===== src/cir_ram.sv =====
// Generic single-write, single-read RAM with registered read data.
module cir_ram #(
  parameter int unsigned WIDTH = 8,
  parameter int unsigned DEPTH = 256
) (
  input  logic                     clk_i,
  input  logic                     we_i,
  input  logic [$clog2(DEPTH)-1:0] waddr_i,
  input  logic [WIDTH-1:0]         wdata_i,
  input  logic                     re_i,
  input  logic [$clog2(DEPTH)-1:0] raddr_i,
  output logic [WIDTH-1:0]         rdata_o
);

  logic [WIDTH-1:0] mem_q [DEPTH];

  always_ff @(posedge clk_i) begin
    if (we_i) begin
      mem_q[waddr_i] <= wdata_i;
    end
    if (re_i) begin
      rdata_o <= mem_q[raddr_i];
    end
  end

endmodule


===== config.mk =====
export PLATFORM = sky130hd
export DESIGN_NAME = cir_ram
export DESIGN_NICKNAME = d
export VERILOG_FILES = /design/src/cir_ram.sv
export SDC_FILE = /design/constraint.sdc
export NUM_CORES = 2
export LEC_CHECK = 0
export CAP_MARGIN = 20
export CORE_MARGIN = 4
export CORE_UTILIZATION = 65
export DETAILED_ROUTE_END_ITERATION = 7
export DONT_BUFFER_PORTS = 1
export PLACE_DENSITY = 0.81
export SYNTH_ARGS = -nofsm -noshare
export SYNTH_HDL_FRONTEND = slang
export SYNTH_SLANG_ARGS = --single-unit
export TNS_END_PERCENT = 30

===== constraint.sdc =====
create_clock -name clk_i -period 4.7 [get_ports clk_i]
set_clock_uncertainty 0.1 [all_clocks]
set_input_delay 0.47 -clock clk_i [delete_from_list [all_inputs] [get_ports clk_i]]
set_output_delay 0.47 -clock clk_i [all_outputs]
set_load 0.01 [all_outputs]

# ---- Yosys cells after proc, flatten, opt, wreduce, memory -nomap -nowiden
# Memories as Yosys holds them, arrays and structs flattened. A register that Yosys moved wholly into a read port is not among the register bits.
# Index checks and enable logic that the tools add are counted.
dict set report word_totals {
  out_inout_bits 8
  romBits 0
  regBits 0
  latchBits 0
  n_memories 1
  ram_bits 2048
  inputBits 27
}
dict set report classes {
  n_bitwise 0
  muxes 2
  n_addsub 0
  n_div 0
  multipliers 0
  magnitude_cmp 0
  n_eq_ne 0
  shifts 0
  reduce_logical 0
}
# memory depth word_bits rd rd_clocked_by_memory_dff write_ports line
set memory_table {}
lappend memory_table {mem_q 256 8 1 1 1 15} ;# logic [WIDTH-1:0] mem_q [DEPTH];
# cell n
set ops {}
lappend ops {{two-way mux 1 bit} 2}

# ---- Logic depth before layout (Yosys ltp)
dict set report depth {
  word_depth 2
  depth_mapped 11
  ltp_nobuf 6
}

# ---- Worst setup path before layout
# Ideal clock, no wire load.
dict set report synth_path {
  kind {input to register}
  startpoint {input port raddr_i[0]}
  endpoint {register rdata_o[2], read port of mem_q, data pin}
  path_buffers 4
  t_required_ns 4.331
  stages 9
  setup_time_ns 0.269
  arrival_time_ns 2.277
  path_slack_ns 2.054
  path_cell_list {buf_6 > buf_12 > buf_8 > buf_2 > mux4_2 > a22oi_1 > a21oi_1 > nor4_1 > nor4_2}
}
# element line
set synth_lines {}
lappend synth_lines {{from (decl)} 11} ;# input logic [$clog2(DEPTH)-1:0] raddr_i,
lappend synth_lines {{to (decl)} 12} ;# output logic [WIDTH-1:0] rdata_o

==> flow_summary.json <==
{
  "status": "finished, violations left",
  "violations": "DRC",
  "drt-pass1-iter-count": 8,
  "routabilityCongestion": 0.868,
  "clock_sinks": 2056,
  "die_area_sq_um": 128000,
  "async_reset_ff_share_pct": 0,
  "rsz0062_at_grt": "false",
  "tns_ps": 0,
  "grt_pass1_wl_um": 285000,
  "num_vias": 40600,
  "htreeDepth": 4,
  "first_global_vias": 40400,
  "gr-total-overflow": 0,
  "fp.dieW_um": 358,
  "drive_gt1_share_pct": 20.1,
  "routed_via_density": 7.34,
  "grt_usage_pct": 31.2,
  "p_comb_share_pct": 4.3,
  "final_cell_mix": "edfxtp_1 (2,056), mux4_2 (454), nor2_1 (279), clkbuf_16 (196), mux2i_1 (134)",
  "hold_viol_final": 0,
  "p_int_mw": 29.2,
  "initial_core_util_pct": 65.4,
  "swShare_pct": 20.8,
  "cts_tree": "built",
  "syn-cell-area_sq_um": 79600,
  "crit_path_end_kind": "flip-flop",
  "numCtsBuffers": 187,
  "required_ps": 5110,
  "period_share_pct": 90.9,
  "yosys_register_bits": 2056,
  "synth_ff_type": "edfxtp_1",
  "drc": 2,
  "synth_edf_count": 2056,
  "fmax_mhz": 234,
  "clockRootBuffer": "clkbuf_16",
  "final_max_slew_viol_count": 0,
  "clock_latency_ps": 820,
  "die_height_um": 358,
  "postSynthCellCount": 3733,
  "p_clk_share_pct": 40.8,
  "worst_setup_path_start_kind": "input pin",
  "max-cap-violations": 0,
  "switching_power_mw": 7.67,
  "cp.arrival_ps": 4690,
  "tightest_slew_ps": 1490,
  "ir_drop_v": 0.000430,
  "rows": 128,
  "drt-total-wl_um": 200000,
  "io_buffers": 0,
  "setup_viol_count_final": 0,
  "power_density_nw_per_um2": 424,
  "seq_power_share_pct": 54.9,
  "path_class": "input pin to flip-flop",
  "final_area_sq_um": 86900,
  "drtIter0Drc": 7196,
  "hp-class": "input pin to flip-flop",
  "yosysUniqueCellTypes": 54,
  "cp_max_fo": 182,
  "max_slew_margin_pct": 0.537,
  "ant_nets": 0,
  "core_area_sq_um": 122000,
  "clk_path_buf_depth": 3,
  "grt_max_degree": 579,
  "antenna_found_initial": 6,
  "period_needed_ps": 4270,
  "final_common_cell": "edfxtp_1",
  "power_leakage_nw": 26.6,
  "fin_nets": 3780,
  "synth_nets": 3760,
  "dp_hpwl_um": 101000,
  "yosys_warnings": 0,
  "placed_cell_area_sq_um": 80600,
  "clk_pin_slew_ps": 70,
  "synth.avg_cell_area_sq_um": 21.3,
  "syn2layout_area_growth_pct": 9.18,
  "synth-seq-area-share_pct": 77.5,
  "wl_per_cell_um": 36.2,
  "io_pins": 35,
  "finalCoreUtilization_pct": 71.4
}
stage by stage:
step / power [mW] / hold slack, ps / setup WS, ps / cells
2_1_floorplan: 21.6 / 469 / 2050 / 3733
3_3_place_gp: 21.7 / 486 / 745 / 5166
3_5_place_dp: 21.7 / 484 / 724 / 5170
4_1_cts: 36.7 / 31.8 / 1490 / 5516
5_1_grt: 37.8 / 64.8 / 374 / 5527
6_report: 36.9 / 49.0 / 426 / 5535
cells by family after synthesis:
| group | count (synthesis) | synth area share (%) |
|---|---|---|
| compound gates | 385 | 3.42 |
| buf+inv | 235 | 1.83 |
| flops | 2056 | 77.5 |
| mux | 591 | 14.6 |
| simple gates | 466 | 2.63 |
final timing paths:
kind	startpoint	endpoint	slack, ps	depth (start not counted)
setup reg to reg	mem_q[27][3]	rdata_o[3]	1280	6
hold reg to reg	mem_q[51][2]	rdata_o[2]	1050	5
setup / recovery	raddr_i[0]	rdata_o[7]	430	7
hold / removal	wdata_i[4]	mem_q[242][4]	50	1
synthesized netlist by cell type, drive strengths merged, types with 4 or more instances:
cell        n  share of area, %
o32ai       5             0.064
a211oi     16              0.15
mux4      456                13
o221ai     47              0.52
and2        6             0.047
o22ai      28              0.22
buf       122               1.3
a221oi     14              0.16
a22oi     133               1.3
o21ai      12             0.075
nand4      10             0.079
nand2b      8             0.063
mux2i     134               1.7
edfxtp   2056                78
or2         4             0.031
nor4       27              0.24
a21oi      96              0.60
o211ai     10             0.094
nor2b      31              0.24
a2111oi     5             0.066
nor3       22              0.14
clkbuf    111              0.52
a22o        8             0.088
nand3      34              0.21
o22a        5             0.055
nand2      33              0.16
nor2      282               1.3
cell type report:
class	instances	area [sq um]
diodes	9	22.5
clock buffers	242	5080
clock inverters	95	843
fillers	6604	34800
inverters	2	7.51
multi-input cells	1442	16500
flip-flops and latches	2056	61700
well taps	1625	2030
repair buffers	64	741
registers in the layout, indices dropped and copies added (netlist names):
signal / count
rdata_o: 8
mem_q: 2048
routing by layer:
| layer | track usage (%) | share of wire, % |
|---|---|---|
| met5 | 0 | 0.015 |
| met4 | 12.4 | 4.6 |
| met3 | 9.29 | 14 |
| met2 | 47.1 | 47 |
| met1 | 44.1 | 34 |
worst max-delay path, cell delays in order:
cell     delay, ps
buf_16         850
buf_16         630
mux4_2         610
mux4_2         540
nor2b_1        220
nor4_1         920
nor4_1         150
power by group through the flow:
stage / clock network, mW / registers (mW) / logic, mW
2_1_floorplan: 0 / 20.6 / 0.982
3_3_place_gp: 0 / 20.6 / 1.03
3_5_place_dp: 0 / 20.6 / 1.06
4_1_cts: 15.0 / 20.3 / 1.39
5_1_grt: 15.9 / 20.3 / 1.65
6_report: 15.0 / 20.3 / 1.59
what timing repair did:
| action | CTS | global route |
|---|---|---|
| setup buffers | 0 | 0 |
| resized for setup | 0 | 0 |
| hold buffers | 9 | 0 |
| endpoints found under the hold margin | 2056 | 0 |
No activity file was read; power rests on OpenSTA's default activity.
